## src/design/ach_pkg.sv

```systemverilog
`timescale 1ns / 1ps
`default_nettype none
// ----------------------------------------------------------------------------
// ach_pkg
// shared constants, types and the arctangent table for the compass heading
// ----------------------------------------------------------------------------
package ach_pkg;

    localparam int AVG_COUNT_DEF = 10;
    localparam int HEADING_FRAC_BITS_DEF = 6;
    localparam int CORDIC_STEPS_DEF = 16;
    localparam int TABLE_LEN = 24;
    localparam int SUM_W = 21;
    localparam int VEC_W = 38;
    localparam int ANG_W = 28;
    localparam int HEAD_W = 15;
    localparam int CFG_IDX_W = 2;

    localparam logic [CFG_IDX_W-1:0] REG_MAX_X = 2'd0;
    localparam logic [CFG_IDX_W-1:0] REG_MIN_X = 2'd1;
    localparam logic [CFG_IDX_W-1:0] REG_MAX_Y = 2'd2;
    localparam logic [CFG_IDX_W-1:0] REG_MIN_Y = 2'd3;

    typedef enum logic [2:0] {
        ST_IDLE,
        ST_DIV,
        ST_AVG,
        ST_MULT,
        ST_PREP,
        ST_ROT,
        ST_FIN,
        ST_OUT
    } t_state;

    function automatic logic signed [ANG_W-1:0] atan_entry(input logic [4:0] i);
        logic signed [ANG_W-1:0] v;
        begin
            unique case (i)
                5'd0:  v = 28'sd2949120;
                5'd1:  v = 28'sd1740967;
                5'd2:  v = 28'sd919879;
                5'd3:  v = 28'sd466945;
                5'd4:  v = 28'sd234379;
                5'd5:  v = 28'sd117304;
                5'd6:  v = 28'sd58666;
                5'd7:  v = 28'sd29335;
                5'd8:  v = 28'sd14668;
                5'd9:  v = 28'sd7334;
                5'd10: v = 28'sd3667;
                5'd11: v = 28'sd1833;
                5'd12: v = 28'sd917;
                5'd13: v = 28'sd458;
                5'd14: v = 28'sd229;
                5'd15: v = 28'sd115;
                5'd16: v = 28'sd57;
                5'd17: v = 28'sd29;
                5'd18: v = 28'sd14;
                5'd19: v = 28'sd7;
                5'd20: v = 28'sd4;
                5'd21: v = 28'sd2;
                5'd22: v = 28'sd1;
                default: v = 28'sd0;
            endcase
            return v;
        end
    endfunction

endpackage
`default_nettype wire

```

## src/design/ach_if.sv

```systemverilog
`timescale 1ns / 1ps
`default_nettype none
// ----------------------------------------------------------------------------
// ach channel interfaces
// valid/ready channels for samples, headings and register writes
// ----------------------------------------------------------------------------
interface ach_sample_if;
    logic valid;
    logic ready;
    logic signed [15:0] mag_x;
    logic signed [15:0] mag_y;
    modport source (output valid, output mag_x, output mag_y, input ready);
    modport sink (input valid, input mag_x, input mag_y, output ready);
endinterface

interface ach_heading_if;
    logic valid;
    logic ready;
    logic [14:0] heading_deg;
    logic cal_error;
    modport source (output valid, output heading_deg, output cal_error, input ready);
    modport sink (input valid, input heading_deg, input cal_error, output ready);
endinterface

interface ach_cfg_if;
    logic valid;
    logic ready;
    logic [1:0] index;
    logic [15:0] data;
    modport source (output valid, output index, output data, input ready);
    modport sink (input valid, input index, input data, output ready);
endinterface
`default_nettype wire

```

## src/design/averaged_compass_heading_top.sv

```systemverilog
`timescale 1ns / 1ps
`default_nettype none
// ----------------------------------------------------------------------------
// averaged_compass_heading_top
// averages ten samples, applies hard-iron calibration, cordic heading
// ----------------------------------------------------------------------------
// sequence: a sample that completes an average passes the states DIV, AVG, MULT,
//   PREP, ROT (one rotation per cordic step) and FIN before its heading is valid
//   (others only add); throughput: one sample per cycle while averaging; the
//   completing sample holds the input off while the single shared cordic
//   add/shift unit works and until its heading is taken
// reset: synchronous active low; sums, count and calibration to reset values
module averaged_compass_heading_top
    import ach_pkg::*;
#(
    parameter int AVG_COUNT = AVG_COUNT_DEF,
    parameter int HEADING_FRAC_BITS = HEADING_FRAC_BITS_DEF,
    parameter int CORDIC_STEPS = CORDIC_STEPS_DEF
) (
    input wire i_clk,
    input wire i_rst_n,
    ach_sample_if.sink i_sample,
    ach_heading_if.source o_heading,
    ach_cfg_if.sink i_cfg
);
    localparam int CNT_W = 5;
    localparam int STEPS = (CORDIC_STEPS > TABLE_LEN) ? TABLE_LEN : CORDIC_STEPS;
    localparam int DROP = 16 - HEADING_FRAC_BITS;
    localparam int FULL = 360 << HEADING_FRAC_BITS;
    localparam int RECIP_SH = 24;
    localparam longint RECIP = ((longint'(1) << RECIP_SH) + AVG_COUNT - 1) / AVG_COUNT;
    localparam int PROD_W = 35;

    t_state r_state, n_state;
    logic signed [15:0] r_max_x, r_min_x, r_max_y, r_min_y;
    logic signed [SUM_W-1:0] r_sum_x, r_sum_y;
    logic [CNT_W-1:0] r_count;
    logic signed [VEC_W-1:0] r_x, r_y, n_x, n_y;
    logic signed [ANG_W-1:0] r_z, n_z;
    logic [4:0] r_step, n_step;
    logic signed [SUM_W-1:0] r_avx, r_avy;
    logic signed [17:0] r_nx, r_ny;
    logic signed [16:0] r_spx, r_spy;
    logic r_err, r_zero;
    logic [HEAD_W-1:0] r_head, n_head;
    logic r_oval;

    logic acc;
    logic signed [SUM_W-1:0] nsx, nsy;
    logic [SUM_W-1:0] abs_x, abs_y;
    logic [SUM_W+RECIP_SH:0] qpx, qpy;
    logic signed [SUM_W-1:0] avx, avy;
    logic signed [PROD_W-1:0] px, py;
    logic signed [VEC_W-1:0] dx, dy;
    logic signed [ANG_W:0] zr;
    logic [ANG_W:0] hr;

    assign i_sample.ready = (r_state == ST_IDLE);
    assign i_cfg.ready = 1'b1;
    assign acc = i_sample.valid && i_sample.ready;
    assign nsx = r_sum_x + SUM_W'(i_sample.mag_x);
    assign nsy = r_sum_y + SUM_W'(i_sample.mag_y);
    // divide by the average count through a reciprocal, truncating toward zero
    assign abs_x = r_sum_x[SUM_W-1] ? $unsigned(-r_sum_x) : $unsigned(r_sum_x);
    assign abs_y = r_sum_y[SUM_W-1] ? $unsigned(-r_sum_y) : $unsigned(r_sum_y);
    assign qpx = abs_x * (RECIP_SH+1)'(RECIP);
    assign qpy = abs_y * (RECIP_SH+1)'(RECIP);
    assign avx = r_sum_x[SUM_W-1] ? -$signed(qpx[RECIP_SH +: SUM_W])
                                  : $signed(qpx[RECIP_SH +: SUM_W]);
    assign avy = r_sum_y[SUM_W-1] ? -$signed(qpy[RECIP_SH +: SUM_W])
                                  : $signed(qpy[RECIP_SH +: SUM_W]);
    assign px = r_nx * r_spy;
    assign py = r_ny * r_spx;
    assign dx = r_y >>> r_step;
    assign dy = r_x >>> r_step;
    assign zr = (r_z < 0) ? (ANG_W+1)'(r_z) + (ANG_W+1)'(360 * 65536)
                          : (ANG_W+1)'(r_z);
    assign o_heading.valid = r_oval;
    assign o_heading.heading_deg = r_head;
    assign o_heading.cal_error = r_err;

    always_ff @(posedge i_clk) begin
        if (!i_rst_n) begin
            r_max_x <= -16'sd102;
            r_min_x <= -16'sd307;
            r_max_y <= 16'sd501;
            r_min_y <= 16'sd250;
        end else if (i_cfg.valid) begin
            unique case (i_cfg.index)
                REG_MAX_X: r_max_x <= i_cfg.data;
                REG_MIN_X: r_min_x <= i_cfg.data;
                REG_MAX_Y: r_max_y <= i_cfg.data;
                REG_MIN_Y: r_min_y <= i_cfg.data;
                default: ;
            endcase
        end
    end

    always_ff @(posedge i_clk) begin
        if (!i_rst_n) begin
            r_state <= ST_IDLE;
            r_sum_x <= '0;
            r_sum_y <= '0;
            r_count <= '0;
            r_oval <= 1'b0;
        end else begin
            r_state <= n_state;
            if (acc) begin
                r_sum_x <= nsx;
                r_sum_y <= nsy;
                r_count <= (32'(r_count) + 1 >= AVG_COUNT) ? '0 : r_count + 1'b1;
            end
            if (r_state == ST_DIV) begin
                r_sum_x <= '0;
                r_sum_y <= '0;
            end
            if (r_state == ST_FIN) r_oval <= 1'b1;
            else if (o_heading.ready) r_oval <= 1'b0;
        end
    end

    // datapath
    always_ff @(posedge i_clk) begin
        r_x <= n_x;
        r_y <= n_y;
        r_z <= n_z;
        r_step <= n_step;
        r_head <= n_head;
        if (r_state == ST_DIV) begin
            r_avx <= avx;
            r_avy <= avy;
        end
        if (r_state == ST_AVG) begin
            r_nx <= 18'(2 * 32'(r_avx)) - 18'(r_min_x) - 18'(r_max_x);
            r_ny <= 18'(2 * 32'(r_avy)) - 18'(r_min_y) - 18'(r_max_y);
            r_spx <= 17'(r_max_x) - 17'(r_min_x);
            r_spy <= 17'(r_max_y) - 17'(r_min_y);
        end
        if (r_state == ST_MULT) begin
            r_err <= (r_spx <= 0) || (r_spy <= 0);
        end
        if (r_state == ST_PREP) r_zero <= (r_x == 0) && (r_y == 0);
    end

    always_comb begin
        n_state = r_state;
        n_x = r_x;
        n_y = r_y;
        n_z = r_z;
        n_step = r_step;
        n_head = r_head;
        hr = '0;
        unique case (r_state)
            ST_IDLE: begin
                if (acc && (32'(r_count) + 1 >= AVG_COUNT)) n_state = ST_DIV;
            end
            ST_DIV: n_state = ST_AVG;
            ST_AVG: n_state = ST_MULT;
            ST_MULT: begin
                n_x = VEC_W'(px);
                n_y = VEC_W'(py);
                n_state = ST_PREP;
            end
            ST_PREP: begin
                n_step = '0;
                if (r_x < 0) begin
                    n_x = -r_x;
                    n_y = -r_y;
                    n_z = ANG_W'(180 * 65536);
                end else begin
                    n_z = '0;
                end
                n_state = ST_ROT;
            end
            ST_ROT: begin
                if (r_y > 0) begin
                    n_x = r_x + dx;
                    n_y = r_y - dy;
                    n_z = r_z + atan_entry(r_step);
                end else begin
                    n_x = r_x - dx;
                    n_y = r_y + dy;
                    n_z = r_z - atan_entry(r_step);
                end
                n_step = r_step + 1'b1;
                if (32'(r_step) == STEPS - 1) n_state = ST_FIN;
            end
            ST_FIN: begin
                if (DROP > 0) hr = ($unsigned(zr) + (ANG_W+1)'(1 << (DROP - 1))) >> DROP;
                else hr = $unsigned(zr);
                if (hr >= (ANG_W+1)'(FULL)) hr = hr - (ANG_W+1)'(FULL);
                n_head = (r_err || r_zero) ? '0 : HEAD_W'(hr);
                n_state = ST_OUT;
            end
            ST_OUT: begin
                if (o_heading.ready) n_state = ST_IDLE;
            end
            default: n_state = ST_IDLE;
        endcase
    end

    a_ready_idle: assert property (@(posedge i_clk) disable iff (!i_rst_n)
        i_sample.ready |-> !r_oval)
        else $error("sample taken while heading pending");
    a_fin_out: assert property (@(posedge i_clk) disable iff (!i_rst_n)
        (r_state == ST_FIN) |=> (r_oval && r_state == ST_OUT))
        else $error("heading not raised after cordic");
    a_head_range: assert property (@(posedge i_clk) disable iff (!i_rst_n)
        r_oval |-> (32'(r_head) < FULL))
        else $error("heading out of range");
endmodule
`default_nettype wire
```

## src/flat_wrapper.sv

```systemverilog
// flat-port wrapper written by rule: the top's interface ports become plain ports
module averaged_compass_heading_top_flat import ach_pkg::*;
#(
    parameter int AVG_COUNT = AVG_COUNT_DEF,
    parameter int HEADING_FRAC_BITS = HEADING_FRAC_BITS_DEF,
    parameter int CORDIC_STEPS = CORDIC_STEPS_DEF
)
  (i_clk, i_rst_n, i_sample_valid, i_sample_mag_x, i_sample_mag_y, i_sample_ready, o_heading_valid, o_heading_heading_deg, o_heading_cal_error, o_heading_ready, i_cfg_valid, i_cfg_index, i_cfg_data, i_cfg_ready);
  ach_sample_if i_sample_i ();
  ach_heading_if o_heading_i ();
  ach_cfg_if i_cfg_i ();
  input wire i_clk;
  input wire i_rst_n;
  input wire logic [$bits(i_sample_i.valid)-1:0] i_sample_valid;
  input wire logic [$bits(i_sample_i.mag_x)-1:0] i_sample_mag_x;
  input wire logic [$bits(i_sample_i.mag_y)-1:0] i_sample_mag_y;
  output wire logic [$bits(i_sample_i.ready)-1:0] i_sample_ready;
  output wire logic [$bits(o_heading_i.valid)-1:0] o_heading_valid;
  output wire logic [$bits(o_heading_i.heading_deg)-1:0] o_heading_heading_deg;
  output wire logic [$bits(o_heading_i.cal_error)-1:0] o_heading_cal_error;
  input wire logic [$bits(o_heading_i.ready)-1:0] o_heading_ready;
  input wire logic [$bits(i_cfg_i.valid)-1:0] i_cfg_valid;
  input wire logic [$bits(i_cfg_i.index)-1:0] i_cfg_index;
  input wire logic [$bits(i_cfg_i.data)-1:0] i_cfg_data;
  output wire logic [$bits(i_cfg_i.ready)-1:0] i_cfg_ready;
  assign i_sample_i.valid = i_sample_valid;
  assign i_sample_i.mag_x = i_sample_mag_x;
  assign i_sample_i.mag_y = i_sample_mag_y;
  assign i_sample_ready = i_sample_i.ready;
  assign o_heading_valid = o_heading_i.valid;
  assign o_heading_heading_deg = o_heading_i.heading_deg;
  assign o_heading_cal_error = o_heading_i.cal_error;
  assign o_heading_i.ready = o_heading_ready;
  assign i_cfg_i.valid = i_cfg_valid;
  assign i_cfg_i.index = i_cfg_index;
  assign i_cfg_i.data = i_cfg_data;
  assign i_cfg_ready = i_cfg_i.ready;
  averaged_compass_heading_top #(.AVG_COUNT(AVG_COUNT), .HEADING_FRAC_BITS(HEADING_FRAC_BITS), .CORDIC_STEPS(CORDIC_STEPS)) u_core (.i_clk(i_clk), .i_rst_n(i_rst_n), .i_sample(i_sample_i), .o_heading(o_heading_i), .i_cfg(i_cfg_i));
endmodule
```

## config.mk

```make
export PLATFORM = sky130hd
export DESIGN_NAME = averaged_compass_heading_top_flat
export DESIGN_NICKNAME = d
export VERILOG_FILES = /design/src/design/ach_pkg.sv /design/src/design/ach_if.sv /design/src/design/averaged_compass_heading_top.sv /design/src/flat_wrapper.sv
export SDC_FILE = /design/constraint.sdc
export NUM_CORES = 2
export LEC_CHECK = 0
export ABC_AREA = 1
export BUFFER_PORTS_ARGS = -buffer_cell sky130_fd_sc_hd__buf_2
export CORE_UTILIZATION = 30
export DETAILED_ROUTE_END_ITERATION = 10
export PLACE_DENSITY = 0.51
export SLEW_MARGIN = 10
export SYNTH_ARGS = -nofsm -noshare
export SYNTH_HDL_FRONTEND = slang
export SYNTH_SLANG_ARGS = --single-unit
```

## constraint.sdc

```tcl
create_clock -name i_clk -period 8.6 [get_ports i_clk]
set_input_delay 0.86 -clock i_clk [delete_from_list [all_inputs] [get_ports i_clk]]
set_output_delay 0.86 -clock i_clk [all_outputs]
set_load 0.01 [all_outputs]
```

# --- Word-level counts from Yosys, hierarchy flattened ---
# Memory sizes are Yosys's and may differ from the RTL's. A register that Yosys moved wholly into a read port is not among the register bits.
# Index checks and enable logic that the tools add are counted.
word_totals:
  n_memories: 2
  romBits: 1408
  ff_bits: 345
classes:
  multipliers: 4
  order_cmp: 7
  n_addsub: 26
  n_reduce_logical: 19
  muxes: 30
  n_bitwise: 1
  n_eq_ne: 15
  n_shift: 2
mem_list:
  columns: ["memory", "depth", "word_bits", "read_ports", "rd_clocked_by_memory_dff", "wr", "line_no", "rtl"]
  rows:
  - ["(no name shown)", 32, 22, 1, 1, 0, "ach_pkg.sv:38", "unique case (i)"]
  - ["(no name shown)", 32, 22, 1, 1, 0, "ach_pkg.sv:38", null]
op_table:
  columns: ["operator", "n"]
  rows:
  - ["one-hot mux 38 bit (3 select lines)", 2]
  - ["2-to-1 mux 38 bit", 4]
  - ["2-to-1 mux 28 bit", 5]
  - ["multiplier 21 x 20 -> 40 bit, second input constant", 2]
  - ["adder 38 bit", 2]
  - ["zero test 38 bit", 2]
  - ["negator 38 bit", 2]
  - [">>> shifter 38 x 5 -> 38 bit", 2]
  - ["subtractor 38 bit", 2]
  - ["subtractor 18 x 16 -> 18 bit", 4]
  - ["multiplier 18 x 17 -> 35 bit", 2]
  - ["2-to-1 mux 29 bit", 2]
  - ["one-hot mux 28 bit (2 select lines)", 1]
  - ["adder 21 x 16 -> 21 bit", 2]
  - ["2-to-1 mux 21 bit", 2]
  - ["negator 21 bit", 2]
  - ["> comparator 38 x 1 -> 1 bit, second input constant", 1]
  - ["< comparator 38 x 1 -> 1 bit, second input constant", 1]
  - ["less-or-equal comparator 17 x 1 -> 1 bit, second input constant", 2]
  - ["2-to-1 mux 17 bit", 2]
  - ["negator 17 bit", 2]
  - ["subtractor 16 x 16 -> 17 bit", 2]
  - ["greater-or-equal comparator 32 x 4 -> 1 bit, second input constant", 1]
  - ["adder 28 x 26 -> 29 bit, second input constant", 1]
  - ["33 further kinds", 54]

# --- Depth between registers and ports, before layout ---
depth:
  depth_word: 6
  mapped_depth: 44
  mapped_depth_nobuf: 44

# --- Worst setup path before layout ---
# OpenSTA, ideal clock, no wires.
synth_path:
  path_type: "register to register"
  start: "reg u_core.r_sum_x[0]"
  end: "reg u_core.r_avx[16], data pin"
  path_stages_with_launch: 43
  setup_ps: 253
  t_required_ps: 8347
  slack_ps: 966
  arrival_ps: 7381
  synth_period_minus_slack_ps: 7634
  cell_sequence: "dfxtp_1 inv_1 ha_1 inv_1 nor3_1 nor3b_1 nand4_1 nor4_1 inv_1 nor2_1 inv_1 nor2_1 nor2_1 xor2_1 ha_1 fa_1 ha_1 inv_1 [7 not listed] ha_1 nand2_1 nor2_1 nand2_1 nor4_1 nand2_1 nand2_1 xor2_1 ha_1 inv_1 nor2_1 nand2_1 nor2_1 nand2_1 nor2_1 nand3_1 nand3_1 nand2_1"
synth_between:
  elab_chain_len: 5
synth_lines:
  columns: ["item", "line_no", "rtl"]
  rows:
  - ["start, declared", "averaged_compass_heading_top.sv:36", "logic signed [SUM_W-1:0] r_sum_x, r_sum_y;"]
  - ["start signal, assigned", "averaged_compass_heading_top.sv:109", "r_sum_x <= nsx;"]
  - ["negator 21 bit", "averaged_compass_heading_top.sv:64", "assign abs_x = r_sum_x[SUM_W-1] ? $unsigned(-r_sum_x) : $unsigned(r_sum_x);"]
  - ["2-to-1 mux 21 bit (*)", "averaged_compass_heading_top.sv:64", null]
  - ["multiplier 21 x 20 -> 40 bit (*)", "averaged_compass_heading_top.sv:66", "assign qpx = abs_x * (RECIP_SH+1)'(RECIP);"]
  - ["negator 17 bit", "averaged_compass_heading_top.sv:68", "assign avx = r_sum_x[SUM_W-1] ? -$signed(qpx[RECIP_SH +: SUM_W])"]
  - ["2-to-1 mux 17 bit (*)", "averaged_compass_heading_top.sv:68", null]
  - ["net u_core.avx[16]", "averaged_compass_heading_top.sv:52", "logic signed [SUM_W-1:0] avx, avy;"]
  - ["end signal, assigned", "averaged_compass_heading_top.sv:130", "r_avx <= avx;"]
  - ["end, declared", "averaged_compass_heading_top.sv:41", "logic signed [SUM_W-1:0] r_avx, r_avy;"]
# Mark *: on every way through the listed nets, which the timed path passes. The rest lies on a longest branch.
# A chain may end at the register's enable or synchronous reset.

# --- Final worst setup path ---
layout_path:
  start: "reg u_core.r_sum_y[1]"
  end: "reg u_core.r_avy[14], data pin"
layout_between:
  elab_chain_len: 5
layout_lines:
  columns: ["item", "line_no", "rtl"]
  rows:
  - ["start, declared", "averaged_compass_heading_top.sv:36", null]
  - ["start signal, assigned", "averaged_compass_heading_top.sv:110", "r_sum_y <= nsy;"]
  - ["negator 21 bit", "averaged_compass_heading_top.sv:65", "assign abs_y = r_sum_y[SUM_W-1] ? $unsigned(-r_sum_y) : $unsigned(r_sum_y);"]
  - ["2-to-1 mux 21 bit (*)", "averaged_compass_heading_top.sv:65", null]
  - ["multiplier 21 x 20 -> 40 bit (*)", "averaged_compass_heading_top.sv:67", "assign qpy = abs_y * (RECIP_SH+1)'(RECIP);"]
  - ["negator 17 bit", "averaged_compass_heading_top.sv:70", "assign avy = r_sum_y[SUM_W-1] ? -$signed(qpy[RECIP_SH +: SUM_W])"]
  - ["2-to-1 mux 17 bit (*)", "averaged_compass_heading_top.sv:70", null]
  - ["net u_core.avy[14]", "averaged_compass_heading_top.sv:52", null]
  - ["end signal, assigned", "averaged_compass_heading_top.sv:131", "r_avy <= avy;"]
  - ["end, declared", "averaged_compass_heading_top.sv:41", null]
# Marked as above.

==> results.toml <==
[outcome]
outcome = "finished clean"

[setup_path]
path_common_cell = "nand2_1"
slowest_delay_ns = 0.52
arrival_ns = 8.48
worst_setup_path_end_kind = "register"
critical_path_buf_inv_count = 7
required_ns = 9.03
rr_startpoint = "u_core.r_sum_y[1]"
critPathKind = "reg2reg"
start_kind = "register"
crit_slowest_cell = "fa_1"
setup.worst_path.start = "u_core.r_sum_y[1]"
crit_family = "adder cells"
critPathMaxFanout = 5

[drt]
dr_wl_met2_um = 110900
routed.top_layer = "met5"
routed_wl_um = 236000
first_iter_violations = 4247
wl_per_cell_um = 17.66
met3_length_um = 9373
drt-vias-per-instance = 4.809
vias = 64250
drc_errors = 0
wl_met1_um = 109100
firstDrtPassIters = 6
antenna_left = 0

[floorplan]
core_um2 = 249100
start_util = 0.3022
io_pins = 74
dieArea_um2 = 253000
die_y_um = 503.0
die_width_um = 503.0
rows = 183

[yosys]
ys_warn_count = 0
synth_cell_types = 65
avgSynthCellArea_um2 = 7.499
ys.flop_type = "edfxtp_1"
syn_nets = 11860
synth-seq-cells = 367
synthesis.area_um2 = 75290
synth-edff-count = 230
netlist_instances = 10040
ys_seq_area_frac = 0.1282
synth-async-reset-ratio = 0

[timing]
clock_skew_ns = 0.02352
post-route-worst-setup-slack_ns = 0.5438
fmax_mhz = 124.1
hold_viol = 0
fin_tns_setup_ns = 0
tightestPinTransition_ns = 1.176
post-route-period-util = 0.9368
whs_ns = 0.4750
maxSlewHeadroom = 0.2159
drv_slew = 0
period_needed_ns = 8.056
finalSetupViolations = 0

[placement]
portBuffers = 72
hpwlAfterDp_um = 197600
place.gp.congestion = 0.9315
placed_cells = 13260
dpl_worst_slack_ns = 0.03793

[global_routing]
grt_pass1_vias = 65940
grt.overflow.total = 0
grtUsageTotal = 0.1868
antenna_found_initial = 16
grt_max_degree = 87
grt_pass1_wl_um = 373800

[final_layout]
layout.cells.non_filler = 13360
fill_cells = 26980
final_nets = 11810
regArea_um2 = 9649
area.growth.synth_to_final_pct = 8.237
layout_commonest_cell = "inv_1"
final_cell_mix = "inv_1 (2,117), nand2_1 (2,058), fa_1 (937)"
layout-drive-gt1-share = 0.05463
multiInputGateArea_um2 = 56440

[flow_run]
max_cap_violations = 0

[clock_network]
cts_buffers = 50
cts_tree = "built"
clk_pin_slew_ns = 0.06
clk_latency_ns = 0.67
htree_num_levels = 2
cts-root-buf = "clkbuf_16"
cts.sinks = 367
cts_buffer_depth = 3
cts_hold_buf = 0

[min_path]
min-delay-start = "u_core.r_count[3]"
hp-class = "reg2reg"
==> path summary, 6_finish.rpt <==
kind / endpoint / slack (ns) / depth (start not counted)
worst max-delay path: u_core.r_avy[14] / 0.54 / 40
worst min register to register: u_core.r_count[3] / 0.47 / 2
worst min-delay path: u_core.r_count[3] / 0.47 / 2
worst max register to register: u_core.r_avy[14] / 0.54 / 40
==> cell type report <==
type / instances / area share
Antenna cell: 1 / 0.00003071
Clock buffer: 57 / 0.01592
Clock inverter: 37 / 0.006019
Inverter: 2148 / 0.09898
Multi-Input combinational cell: 7215 / 0.6926
Sequential cell: 367 / 0.1184
Tap cell: 3330 / 0.05113
Timing Repair Buffer: 207 / 0.01686
==> per-layer routing <==
layer / global-route usage / vias to the layer above
met5: 0 / -
met4: 0.04908 / 22
met3: 0.01987 / 291
met2: 0.3198 / 1432
met1: 0.2486 / 31010
li1: - / 31490
==> state kept, by name, summed over array words and instances, names as in the netlist, 17 cells and up, named ones only <==
name and cells:
u_core.r_ny 18, u_core.r_sum_y 21, u_core.r_nx 18, u_core.r_spx 17
u_core.r_avy 17, u_core.r_x 38, u_core.r_avx 17, u_core.r_sum_x 21
u_core.r_spy 17, u_core.r_z 28, u_core.r_y 38
==> synthesized netlist by cell type, drive strengths merged, types with 23 or more instances <==
| library cell | number | area (µm²) |
|---|---|---|
| ha | 832 | 10410 |
| nor3 | 92 | 491.7 |
| fa | 937 | 18760 |
| dfxtp | 137 | 2743 |
| or2 | 93 | 581.8 |
| clkbuf | 194 | 728.2 |
| a21boi | 26 | 195.2 |
| o21ai | 430 | 2193 |
| a21oi | 522 | 2613 |
| o221ai | 25 | 219.0 |
| inv | 2146 | 8055 |
| xnor2 | 112 | 988.4 |
| nor2 | 578 | 2280 |
| a31oi | 89 | 556.8 |
| buf | 115 | 599.3 |
| a21o | 54 | 405.4 |
| nor4 | 44 | 275.3 |
| xor2 | 300 | 2628 |
| o211ai | 81 | 608.1 |
| edfxtp | 230 | 6907 |
| nand4 | 64 | 400.4 |
| nand3b | 23 | 172.7 |
| o21bai | 40 | 300.3 |
| nand2 | 2090 | 7928 |
| nand3 | 702 | 3608 |
==> repair_timing <==
item	in CTS	in global routing
pin swaps	0	6
setup buffers	0	4
endpoints found under the setup margin	2	20
resized for setup	1	32
==> worst reg2reg max path, delay by kind of cell, from the launching register on <==
family | cells | cell delay, ns
AOI/OAI and AO/OA | 1 | 0.11
xor gates and xnor gates | 2 | 0.41
adders and majority gates | 10 | 3.76
buffers and inverters | 7 | 0.47
DFF | 1 | 0.33
and+or+nand+nor | 20 | 2.72
==> metrics by stage <==
step             util  area, µm²
3_5_place_dp   0.3192      79520
3_3_place_gp   0.3192      79520
2_1_floorplan       -      75290
6_report       0.3271      81490
5_1_grt        0.3271      81490
4_1_cts        0.3264      81310
==> cells by family (layout without fill, tap and decap cells) <==
group                    after synthesis  in the layout  share of synthesized area
AO/OA/AOI/OAI                       1330           1330                     0.1010
XOR/XNOR                             412            412                    0.04803
flip-flops                           367            367                     0.1282
buffers and inverters               2457           2449                     0.1247
other                                  1              2                 0.00004981
AND/OR/NAND/NOR                     3703           3703                     0.2106
adder cells (fa/ha/maj)             1769           1769                     0.3874
Power is not shown: default switching activity piles up to over one toggle a cycle in this logic, so the estimate is an artifact.
